===== src/design/sehp_pkg.sv =====
`timescale 1ns / 1ps
// ----------------------------------------------------------------------------
// sehp_pkg: shared constants for the squared-error / hinge-penalty loss block
// Field widths, register indexes and saturation limits used by the
// interfaces, the total-loss pipeline and the top level.
// ----------------------------------------------------------------------------
package sehp_pkg;

	// channel field widths
	localparam int PIX_W          = 16;
	localparam int CFG_IDX_BITS   = 8;
	localparam int CFG_DATA_BITS  = 16;
	localparam int SUM_BITS_OUT   = 52;
	localparam int TOTAL_BITS     = 61;

	// Q8.8 weight: fraction bits dropped after weight * penalty
	localparam int WEIGHT_FRAC_BITS = 8;

	// register indexes on the configuration channel
	localparam logic [CFG_IDX_BITS-1:0] REG_PENALTY_WEIGHT = 8'd0;
	localparam logic [CFG_IDX_BITS-1:0] REG_HINGE_LEVEL    = 8'd1;

	// reset values of the registers
	localparam logic [CFG_DATA_BITS-1:0] WEIGHT_RESET    = 16'd0;
	localparam logic [CFG_DATA_BITS-1:0] THRESHOLD_RESET = 16'd16384;

	// output saturation limits
	localparam logic [SUM_BITS_OUT-1:0] SUM_MAX   = '1;
	localparam logic [TOTAL_BITS-1:0]   TOTAL_MAX = '1;

endpackage


===== src/design/sehp_ifs.sv =====
`timescale 1ns / 1ps
// ----------------------------------------------------------------------------
// sehp_ifs: valid/ready channels of the loss block
// Pixel input channel, loss result channel and register write channel.
// ----------------------------------------------------------------------------
interface sehp_pixel_if;
	import sehp_pkg::*;
	logic             valid;
	logic             ready;
	logic [PIX_W-1:0] wafer_pixel;
	logic [PIX_W-1:0] target_pixel;
	logic             last_pixel;

	modport source (output valid, wafer_pixel, target_pixel, last_pixel, input ready);
	modport sink   (input valid, wafer_pixel, target_pixel, last_pixel, output ready);
endinterface

interface sehp_loss_if;
	import sehp_pkg::*;
	logic                    valid;
	logic                    ready;
	logic [SUM_BITS_OUT-1:0] error_sum;
	logic [SUM_BITS_OUT-1:0] penalty_sum;
	logic [TOTAL_BITS-1:0]   total_loss;

	modport source (output valid, error_sum, penalty_sum, total_loss, input ready);
	modport sink   (input valid, error_sum, penalty_sum, total_loss, output ready);
endinterface

interface sehp_cfg_if;
	import sehp_pkg::*;
	logic                     valid;
	logic                     ready;
	logic [CFG_IDX_BITS-1:0]  index;
	logic [CFG_DATA_BITS-1:0] data;

	modport source (output valid, index, data, input ready);
	modport sink   (input valid, index, data, output ready);
endinterface


===== src/design/squared_error_with_hinge_penalty.sv =====
`timescale 1ns / 1ps
// ----------------------------------------------------------------------------
// squared_error_with_hinge_penalty: streaming image loss
// Sums squared wafer/target differences and a hinge penalty on background
// pixels, and reports both sums and the weighted total per image.
// ----------------------------------------------------------------------------
// Usage:
//   pixels : one wafer/target pixel pair per transfer; last_pixel closes an
//            image. One pixel is taken every cycle while the pipe flows.
//   losses : one transfer per image, carrying error_sum, penalty_sum and
//            total_loss (all with 30 fraction bits, saturating).
//   cfg    : register writes, index 0 = penalty_weight (Q8.8),
//            index 1 = hinge threshold tau (Q1.15). Always ready; write only
//            while no image is in flight. Other indexes are ignored.
// Timing: throughput is one pixel per cycle while the pipe flows. The result of
//   an image is valid after its last pixel has passed the input register, square
//   stage, accumulate, two multiply stages and the final add into the output
//   register. Squares and sums are each one short stage.
// Reset: clears both accumulators and all valid flags; weight resets to 0,
//   threshold to 0.5.
// Stall: while losses is held, the result waits in the output register and
//   pixel transfers go on until the next image result backs up the pipe.
// ----------------------------------------------------------------------------
module squared_error_with_hinge_penalty #(
	parameter int PIXEL_BITS = 16,
	parameter int ACC_BITS   = 52
) (
	input  logic       clk,
	input  logic       arst_n,
	sehp_cfg_if.sink   cfg,
	sehp_pixel_if.sink pixels,
	sehp_loss_if.source losses
);
	import sehp_pkg::*;

	localparam int SQ_BITS  = 2 * PIXEL_BITS;
	localparam int IN_BITS  = (PIX_W > PIXEL_BITS) ? PIX_W : PIXEL_BITS;
	localparam int CMP_BITS = (CFG_DATA_BITS > PIXEL_BITS) ? CFG_DATA_BITS : PIXEL_BITS;
	localparam int ADD_BITS = ((ACC_BITS > SQ_BITS) ? ACC_BITS : SQ_BITS) + 1;
	localparam logic [ACC_BITS-1:0] ACC_MAX = '1;

	logic [CFG_DATA_BITS-1:0] weight_q;
	logic [CFG_DATA_BITS-1:0] threshold_q;

	// stage 1: input register
	logic                  valid_s1;
	logic [PIXEL_BITS-1:0] wafer_s1;
	logic [PIXEL_BITS-1:0] target_s1;
	logic                  last_s1;
	// stage 2: squares
	logic               valid_s2;
	logic [SQ_BITS-1:0] err_sq_s2;
	logic [SQ_BITS-1:0] pen_sq_s2;
	logic               last_s2;

	logic [ACC_BITS-1:0] err_acc_q;
	logic [ACC_BITS-1:0] pen_acc_q;

	logic s1_ready, s2_ready, take_s2, tot_ready;

	logic [IN_BITS-1:0]    wafer_in;
	logic [IN_BITS-1:0]    target_in;
	logic [PIXEL_BITS-1:0] diff;
	logic [CMP_BITS-1:0]   wafer_cmp;
	logic [CMP_BITS-1:0]   thr_cmp;
	logic [CMP_BITS-1:0]   excess_full;
	logic [PIXEL_BITS-1:0] excess;
	logic                  background;
	logic                  hinge_hit;
	logic [SQ_BITS-1:0]    err_sq;
	logic [SQ_BITS-1:0]    pen_sq;
	logic [ADD_BITS-1:0]   err_add;
	logic [ADD_BITS-1:0]   pen_add;
	logic [ACC_BITS-1:0]   err_next;
	logic [ACC_BITS-1:0]   pen_next;

	// configuration registers
	assign cfg.ready = 1'b1;

	always_ff @(posedge clk or negedge arst_n) begin
		if (!arst_n) begin
			weight_q    <= WEIGHT_RESET;
			threshold_q <= THRESHOLD_RESET;
		end else if (cfg.valid) begin
			unique case (cfg.index)
				REG_PENALTY_WEIGHT: weight_q    <= cfg.data;
				REG_HINGE_LEVEL:    threshold_q <= cfg.data;
				default: ;
			endcase
		end
	end

	// handshake: an item in stage 2 leaves at once unless it closes an image and the total pipeline is not ready
	assign take_s2      = valid_s2 && (!last_s2 || tot_ready);
	assign s2_ready     = !valid_s2 || take_s2;
	assign s1_ready     = !valid_s1 || s2_ready;
	assign pixels.ready = s1_ready;

	assign wafer_in  = IN_BITS'(pixels.wafer_pixel);
	assign target_in = IN_BITS'(pixels.target_pixel);

	// squares of the difference and of the hinge excess
	always_comb begin
		diff        = (wafer_s1 >= target_s1) ? (wafer_s1 - target_s1)
			: (target_s1 - wafer_s1);
		wafer_cmp   = CMP_BITS'(wafer_s1);
		thr_cmp     = CMP_BITS'(threshold_q);
		background  = (target_s1[PIXEL_BITS-1 -: 2] == 2'b00);
		hinge_hit   = background && (wafer_cmp > thr_cmp);
		excess_full = wafer_cmp - thr_cmp;
		excess      = excess_full[PIXEL_BITS-1:0];
		err_sq      = SQ_BITS'(diff) * SQ_BITS'(diff);
		pen_sq      = hinge_hit ? (SQ_BITS'(excess) * SQ_BITS'(excess)) : '0;
	end

	// saturating accumulation
	always_comb begin
		err_add  = ADD_BITS'(err_acc_q) + ADD_BITS'(err_sq_s2);
		pen_add  = ADD_BITS'(pen_acc_q) + ADD_BITS'(pen_sq_s2);
		err_next = (|err_add[ADD_BITS-1:ACC_BITS]) ? ACC_MAX : err_add[ACC_BITS-1:0];
		pen_next = (|pen_add[ADD_BITS-1:ACC_BITS]) ? ACC_MAX : pen_add[ACC_BITS-1:0];
	end

	always_ff @(posedge clk or negedge arst_n) begin
		if (!arst_n) begin
			valid_s1  <= 1'b0;
			valid_s2  <= 1'b0;
			err_acc_q <= '0;
			pen_acc_q <= '0;
		end else begin
			if (s1_ready) valid_s1 <= pixels.valid;
			if (s2_ready) valid_s2 <= valid_s1;
			if (take_s2) begin
				// drop the sums once an image closes
				if (last_s2) begin
					err_acc_q <= '0;
					pen_acc_q <= '0;
				end else begin
					err_acc_q <= err_next;
					pen_acc_q <= pen_next;
				end
			end
		end
	end

	always_ff @(posedge clk) begin
		if (s1_ready && pixels.valid) begin
			wafer_s1  <= wafer_in[PIXEL_BITS-1:0];
			target_s1 <= target_in[PIXEL_BITS-1:0];
			last_s1   <= pixels.last_pixel;
		end
		if (s2_ready && valid_s1) begin
			err_sq_s2 <= err_sq;
			pen_sq_s2 <= pen_sq;
			last_s2   <= last_s1;
		end
	end

	sehp_total #(
		.ACC_BITS(ACC_BITS)
	) u_total (
		.clk       (clk),
		.arst_n    (arst_n),
		.weight    (weight_q),
		.sums_valid(valid_s2 && last_s2),
		.sums_ready(tot_ready),
		.err_in    (err_next),
		.pen_in    (pen_next),
		.losses    (losses)
	);

endmodule


===== src/design/sehp_total.sv =====
`timescale 1ns / 1ps
// ----------------------------------------------------------------------------
// sehp_total: weighted total-loss pipeline
// Takes the final error and penalty sums of one image, forms
// error + floor(weight * penalty / 256) with saturation over three stages
// and holds the result in an output register for the loss channel.
// ----------------------------------------------------------------------------
module sehp_total #(
	parameter int ACC_BITS = 52
) (
	input  logic                               clk,
	input  logic                               arst_n,
	input  logic [sehp_pkg::CFG_DATA_BITS-1:0] weight,
	input  logic                               sums_valid,
	output logic                               sums_ready,
	input  logic [ACC_BITS-1:0]                err_in,
	input  logic [ACC_BITS-1:0]                pen_in,
	sehp_loss_if.source                        losses
);
	import sehp_pkg::*;

	localparam int LO_BITS   = 32;
	localparam int HI_BITS   = ACC_BITS - LO_BITS;
	localparam int PLO_BITS  = CFG_DATA_BITS + LO_BITS;
	localparam int PHI_BITS  = CFG_DATA_BITS + HI_BITS;
	localparam int PROD_BITS = CFG_DATA_BITS + ACC_BITS;
	localparam int WIDE_BITS = 80;
	localparam int ADD_BITS  = 64;

	// stage 3: final sums
	logic                valid_s3;
	logic [ACC_BITS-1:0] err_s3;
	logic [ACC_BITS-1:0] pen_s3;
	// stage 4: partial products
	logic                valid_s4;
	logic [ACC_BITS-1:0] err_s4;
	logic [ACC_BITS-1:0] pen_s4;
	logic [PLO_BITS-1:0] plo_s4;
	logic [PHI_BITS-1:0] phi_s4;
	// stage 5: clamped weighted penalty
	logic                  valid_s5;
	logic [ACC_BITS-1:0]   err_s5;
	logic [ACC_BITS-1:0]   pen_s5;
	logic [TOTAL_BITS-1:0] wpen_s5;
	// output register
	logic                    out_valid_q;
	logic [SUM_BITS_OUT-1:0] error_sum_q;
	logic [SUM_BITS_OUT-1:0] penalty_sum_q;
	logic [TOTAL_BITS-1:0]   total_loss_q;

	logic out_ready, s5_ready, s4_ready, s3_ready;

	logic [PLO_BITS-1:0]   plo;
	logic [PHI_BITS-1:0]   phi;
	logic [PROD_BITS-1:0]  prod_full;
	logic [WIDE_BITS-1:0]  wpen_wide;
	logic [TOTAL_BITS-1:0] wpen;
	logic [ADD_BITS-1:0]   err_ext;
	logic [ADD_BITS-1:0]   pen_ext;
	logic [ADD_BITS-1:0]   total_sum;

	assign out_ready  = !out_valid_q || losses.ready;
	assign s5_ready   = !valid_s5 || out_ready;
	assign s4_ready   = !valid_s4 || s5_ready;
	assign s3_ready   = !valid_s3 || s4_ready;
	assign sums_ready = s3_ready;

	// weight times penalty, split at bit 32 of the penalty sum
	assign plo = PLO_BITS'(weight) * PLO_BITS'(pen_s3[LO_BITS-1:0]);
	assign phi = PHI_BITS'(weight) * PHI_BITS'(pen_s3[ACC_BITS-1:LO_BITS]);

	// recombine, drop the Q8.8 fraction and clamp to the total width
	always_comb begin
		prod_full = (PROD_BITS'(phi_s4) << LO_BITS) + PROD_BITS'(plo_s4);
		wpen_wide = WIDE_BITS'(prod_full >> WEIGHT_FRAC_BITS);
		wpen      = (wpen_wide > WIDE_BITS'(TOTAL_MAX)) ? TOTAL_MAX
			: wpen_wide[TOTAL_BITS-1:0];
	end

	assign err_ext   = ADD_BITS'(err_s5);
	assign pen_ext   = ADD_BITS'(pen_s5);
	assign total_sum = err_ext + ADD_BITS'(wpen_s5);

	always_ff @(posedge clk or negedge arst_n) begin
		if (!arst_n) begin
			valid_s3    <= 1'b0;
			valid_s4    <= 1'b0;
			valid_s5    <= 1'b0;
			out_valid_q <= 1'b0;
		end else begin
			if (s3_ready) valid_s3 <= sums_valid;
			if (s4_ready) valid_s4 <= valid_s3;
			if (s5_ready) valid_s5 <= valid_s4;
			if (out_ready) out_valid_q <= valid_s5;
		end
	end

	always_ff @(posedge clk) begin
		if (s3_ready && sums_valid) begin
			err_s3 <= err_in;
			pen_s3 <= pen_in;
		end
		if (s4_ready && valid_s3) begin
			err_s4 <= err_s3;
			pen_s4 <= pen_s3;
			plo_s4 <= plo;
			phi_s4 <= phi;
		end
		if (s5_ready && valid_s4) begin
			err_s5  <= err_s4;
			pen_s5  <= pen_s4;
			wpen_s5 <= wpen;
		end
		if (out_ready && valid_s5) begin
			error_sum_q   <= (err_ext > ADD_BITS'(SUM_MAX)) ? SUM_MAX
				: err_ext[SUM_BITS_OUT-1:0];
			penalty_sum_q <= (pen_ext > ADD_BITS'(SUM_MAX)) ? SUM_MAX
				: pen_ext[SUM_BITS_OUT-1:0];
			total_loss_q  <= (total_sum > ADD_BITS'(TOTAL_MAX)) ? TOTAL_MAX
				: total_sum[TOTAL_BITS-1:0];
		end
	end

	assign losses.valid       = out_valid_q;
	assign losses.error_sum   = error_sum_q;
	assign losses.penalty_sum = penalty_sum_q;
	assign losses.total_loss  = total_loss_q;

endmodule


===== src/flat_wrapper.sv =====
// flat-port wrapper written by rule: the top's interface ports become plain ports
module squared_error_with_hinge_penalty_flat import sehp_pkg::*;
#(
	parameter int PIXEL_BITS = 16,
	parameter int ACC_BITS   = 52
)
  (clk, arst_n, cfg_valid, cfg_index, cfg_data, cfg_ready, pixels_valid, pixels_wafer_pixel, pixels_target_pixel, pixels_last_pixel, pixels_ready, losses_valid, losses_error_sum, losses_penalty_sum, losses_total_loss, losses_ready);
  sehp_cfg_if cfg_i ();
  sehp_pixel_if pixels_i ();
  sehp_loss_if losses_i ();
  input  logic clk;
  input  logic arst_n;
  input wire logic [$bits(cfg_i.valid)-1:0] cfg_valid;
  input wire logic [$bits(cfg_i.index)-1:0] cfg_index;
  input wire logic [$bits(cfg_i.data)-1:0] cfg_data;
  output wire logic [$bits(cfg_i.ready)-1:0] cfg_ready;
  input wire logic [$bits(pixels_i.valid)-1:0] pixels_valid;
  input wire logic [$bits(pixels_i.wafer_pixel)-1:0] pixels_wafer_pixel;
  input wire logic [$bits(pixels_i.target_pixel)-1:0] pixels_target_pixel;
  input wire logic [$bits(pixels_i.last_pixel)-1:0] pixels_last_pixel;
  output wire logic [$bits(pixels_i.ready)-1:0] pixels_ready;
  output wire logic [$bits(losses_i.valid)-1:0] losses_valid;
  output wire logic [$bits(losses_i.error_sum)-1:0] losses_error_sum;
  output wire logic [$bits(losses_i.penalty_sum)-1:0] losses_penalty_sum;
  output wire logic [$bits(losses_i.total_loss)-1:0] losses_total_loss;
  input wire logic [$bits(losses_i.ready)-1:0] losses_ready;
  assign cfg_i.valid = cfg_valid;
  assign cfg_i.index = cfg_index;
  assign cfg_i.data = cfg_data;
  assign cfg_ready = cfg_i.ready;
  assign pixels_i.valid = pixels_valid;
  assign pixels_i.wafer_pixel = pixels_wafer_pixel;
  assign pixels_i.target_pixel = pixels_target_pixel;
  assign pixels_i.last_pixel = pixels_last_pixel;
  assign pixels_ready = pixels_i.ready;
  assign losses_valid = losses_i.valid;
  assign losses_error_sum = losses_i.error_sum;
  assign losses_penalty_sum = losses_i.penalty_sum;
  assign losses_total_loss = losses_i.total_loss;
  assign losses_i.ready = losses_ready;
  squared_error_with_hinge_penalty #(.PIXEL_BITS(PIXEL_BITS), .ACC_BITS(ACC_BITS)) u_core (.clk(clk), .arst_n(arst_n), .cfg(cfg_i), .pixels(pixels_i), .losses(losses_i));
endmodule

===== config.mk =====
export PLATFORM = sky130hd
export DESIGN_NAME = squared_error_with_hinge_penalty_flat
export DESIGN_NICKNAME = d
export VERILOG_FILES = /design/src/design/sehp_pkg.sv /design/src/design/sehp_ifs.sv /design/src/design/squared_error_with_hinge_penalty.sv /design/src/design/sehp_total.sv /design/src/flat_wrapper.sv
export SDC_FILE = /design/constraint.sdc
export NUM_CORES = 2
export LEC_CHECK = 0
export BUFFER_PORTS_ARGS = -buffer_cell sky130_fd_sc_hd__buf_2
export CELL_PAD_IN_SITES_DETAIL_PLACEMENT = 0
export CELL_PAD_IN_SITES_GLOBAL_PLACEMENT = 1
export CORE_ASPECT_RATIO = 0.8
export CORE_MARGIN = 8
export CORE_UTILIZATION = 47
export CTS_CLUSTER_DIAMETER = 80
export DETAILED_ROUTE_END_ITERATION = 8
export PLACE_DENSITY_LB_ADDON = 0.25
export SETUP_SLACK_MARGIN = 0.1
export SYNTH_ARGS = -nofsm -noshare
export SYNTH_HDL_FRONTEND = slang
export SYNTH_SLANG_ARGS = --single-unit

===== constraint.sdc =====
create_clock -name clk -period 12.93 [get_ports clk]
set_input_delay 2.586 -clock clk [delete_from_list [all_inputs] [get_ports clk]]
set_output_delay 2.586 -clock clk [all_outputs]
set_load 0.1 [all_outputs]

==> summary.md <==
| Metric | Value |
|---|---|
| Critical path's slowest cell | xnor2_1 |
| Drt drc | 0 |
| Vias in the first global route | 53,700 |
| Die area | 178,000 µm² |
| Vias | 51,700 |
| CTS max path bufs | 3 |
| Synthesis Warnings | 0 |
| Largest net degree at the start of global routing | 87 |
| Nets | 9,040 |
| First-pass GRT wire length | 317 mm |
| GRT Resource Usage Total | 22.6% |
| CTS buffer count | 92 |
| Post-DR vias/cell | 5.37 |
| Port bufs | 228 |
| CTS tree | built |
| Initial antenna violation count | 21 |
| Clock root cell | clkbuf_16 |
| Hold WC Path Type | reg2reg |
| Clock Latency Late Sink | 0.74 ns |
| Final hold slack | 0.400 ns |
| Top-Level Pins | 230 |
| Detailed-route wire length | 202 mm |
| #FFs+latches synth | 851 |
| Synthesized Nets | 9,006 |
| Slew HR | 20.6% |
| Worst path required time | 13.39 ns |
| Setup TNS | 0 ns |
| RSZ-0062 raised after global routing | false |
| Netlist cell types | 98 |
| Die width | 469 µm |
| Worst-margin pin slew | 1.16 ns |
| Share of synthesized registers carrying an async set or reset | 16.7% |
| Tcrit/Tclk final | 80.3% |
| Post-synthesis sequential area ratio | 32.2% |
| Data arrival, critical path | 10.85 ns |
| Critical path peak fanout | 25 |
| Final ANT Viol Nets | 0 |
| Critical Path Start | u_core.wafer_cmp[0] |
| Max frequency | 96.3 MHz |
| Drt initial violations | 3,948 |
| R2R depth | 33 |
| Initial core utilization | 47.2% |
| Nature of the critical path endpoint | flop |
| Min-Delay Path Depth | 0 |
| CTS Hold Bufs | 0 |
| Htree depth | 3 |
| Post-synthesis cell count | 7,345 |
| Slew Limit Fails | 0 |
| Non-Filler Instances | 9,620 |
| Status | finished clean |
| Final hold violation count | 0 |
| Register-to-register setup slack | 2.54 ns |
| Crit path largest cell delay | 0.67 ns |
| RR Startpoint | u_core.wafer_cmp[0] |
| Clk pin slew, worst setup/hold paths | 0.06 ns |
| Final setup fails | 0 |
| Post-CTS setup buffer count | 0 |
| Die height | 379 µm |
| Worst path most repeated cell | fa_1 |
| CP Class | reg2reg |
| Max cap viols | 0 |
| Core area | 164,000 µm² |
| Worst Skew | 0.0584 ns |
| Gpl congestion | 0.879 |
| Post_cts resized | 0 |
| Row count | 133 |
| Fin crit period | 10.39 ns |
| Synth-to-layout area growth | 8.11% |
| Share of cells above drive strength 1 | 7.95% |
| Startpoint types | flop |
| Pre-antenna DRT Iters | 5 |
| Post-synth EDFFs | 709 |
| Most common cell after layout, fill and taps aside | inv_1 |
| Placed insts | 9,445 |
| Main synth FF type | edfxtp_1 |
| Avg Inst Size Synth | 10.5 µm² |
| Hold path start | u_core.u_total.pen_s5[38] |
| Commonest cells after routing, fill and taps aside | inv_1, fa_1, nand2_1 |
| Mapped Area | 77,200 µm² |
| Final Util | 51.0% |
| # clock sinks | 851 |
| WL per Instance | 21.0 µm |
| Gr ovfl total | 0 |
| Hpwl dp | 156 mm |
-- through the flow --
step	cell area [µm²]	setup slack, ns
after CTS	83500	2.53
after detailed placement	80400	2.54
after global placement	80400	2.80
after global routing	83500	1.99
final	83500	2.54
after floorplan	77200	0.471
-- routing by layer --
metal / track usage (%) / share of wire (%) / vias to the layer above
li1: - / - / 23800
met1: 33.8 / 48 / 25900
met2: 34.3 / 43 / 1633
met3: 4.51 / 7.4 / 276
met4: 4.69 / 2.0 / 6
met5: 0 / 0.020 / -
-- layout make-up --
class,count,area (µm²)
fill,14700,80200
multi-input combinational,4873,46300
sequential,851,24900
inverter,1252,4700
tap,2160,2700
clock buffer,119,2480
timing repair buffer,309,1760
clock inverter,54,666
antenna,2,5.00
-- registers in the layout, indices dropped and copies added, names as in the netlist, 31 cells and up --
register and count:
u_core.err_acc_q 52, u_core.err_sq_s2 31, u_core.pen_acc_q 52, u_core.pen_sq_s2 31
u_core.u_total.err_s3 52, u_core.u_total.err_s4 52, u_core.u_total.err_s5 52, u_core.u_total.losses.error_sum 52
u_core.u_total.losses.penalty_sum 52, u_core.u_total.losses.total_loss 61, u_core.u_total.pen_s3 52, u_core.u_total.pen_s4 52
u_core.u_total.pen_s5 52, u_core.u_total.phi_s4 36, u_core.u_total.plo_s4 40, u_core.u_total.wpen_s5 60
-- synthesized netlist by cell type, types with 12 or more instances --
cell type  count  area [µm²]
a221oi_1      14         123
fa_1        1002       20100
dfrtp_1      141        3530
clkbuf_1     345        1290
inv_2         23        86.3
nand4_1       59         369
nor3_1        59         295
or2_2         23         144
a41oi_1       12         105
nand2_1      920        3450
nor4_1        13        81.3
o21ai_1       26         130
nand3_1       81         405
mux2_2        39         439
a211oi_1      33         248
and2_1       277        1730
o31ai_1       18         135
a21o_1       164        1230
o21ai_0      105         526
o21a_1        45         338
nor2_1       346        1300
a21oi_1      267        1340
o21bai_1      41         308
nand2b_1      30         188
xnor2_1      188        1650
a31oi_1       32         200
buf_2         18        90.1
inv_1       1225        4600
nor2b_1       35         219
and4_1        14         123
a22o_1        67         587
and3_1        63         394
ha_1         597        7470
xor2_1       119        1040
a21boi_0      13        97.6
edfxtp_1     709       21300
or3_1         17         106
-- critical path: cells and delay by family (launching register included) --
family,cells,cell delay [ns]
adder cells (fa/ha/maj),9,4.05
AO/OA/AOI/OAI,11,3.23
multiplexers,1,0.33
XOR/XNOR,2,0.74
flip-flops,1,0.38
AND/OR/NAND/NOR,4,0.79
buffers and inverters,6,0.60
-- cell families after synthesis --
kind of cell    Yosys count  share of synthesized area, %
fa+ha+maj              1599                          35.6
buf+inv                1621                          7.94
compound gates          948                          8.32
simple gates           1969                          11.7
xor+xnor                310                          3.54
other cells               1                       0.00485
mux                      46                         0.659
flops                   851                          32.2
-- final timing paths --
path                                                         end
max                                         u_core.err_sq_s2[30]
min in group asynchronous                    u_core.err_acc_q[6]
min reg2reg                u_core.u_total.losses.penalty_sum[38]
max reg2reg                                 u_core.err_sq_s2[30]
min                        u_core.u_total.losses.penalty_sum[38]
max in group asynchronous                     u_core.weight_q[9]
Power is not shown: default switching activity piles up to over one toggle a cycle in this logic, so the estimate is an artifact.
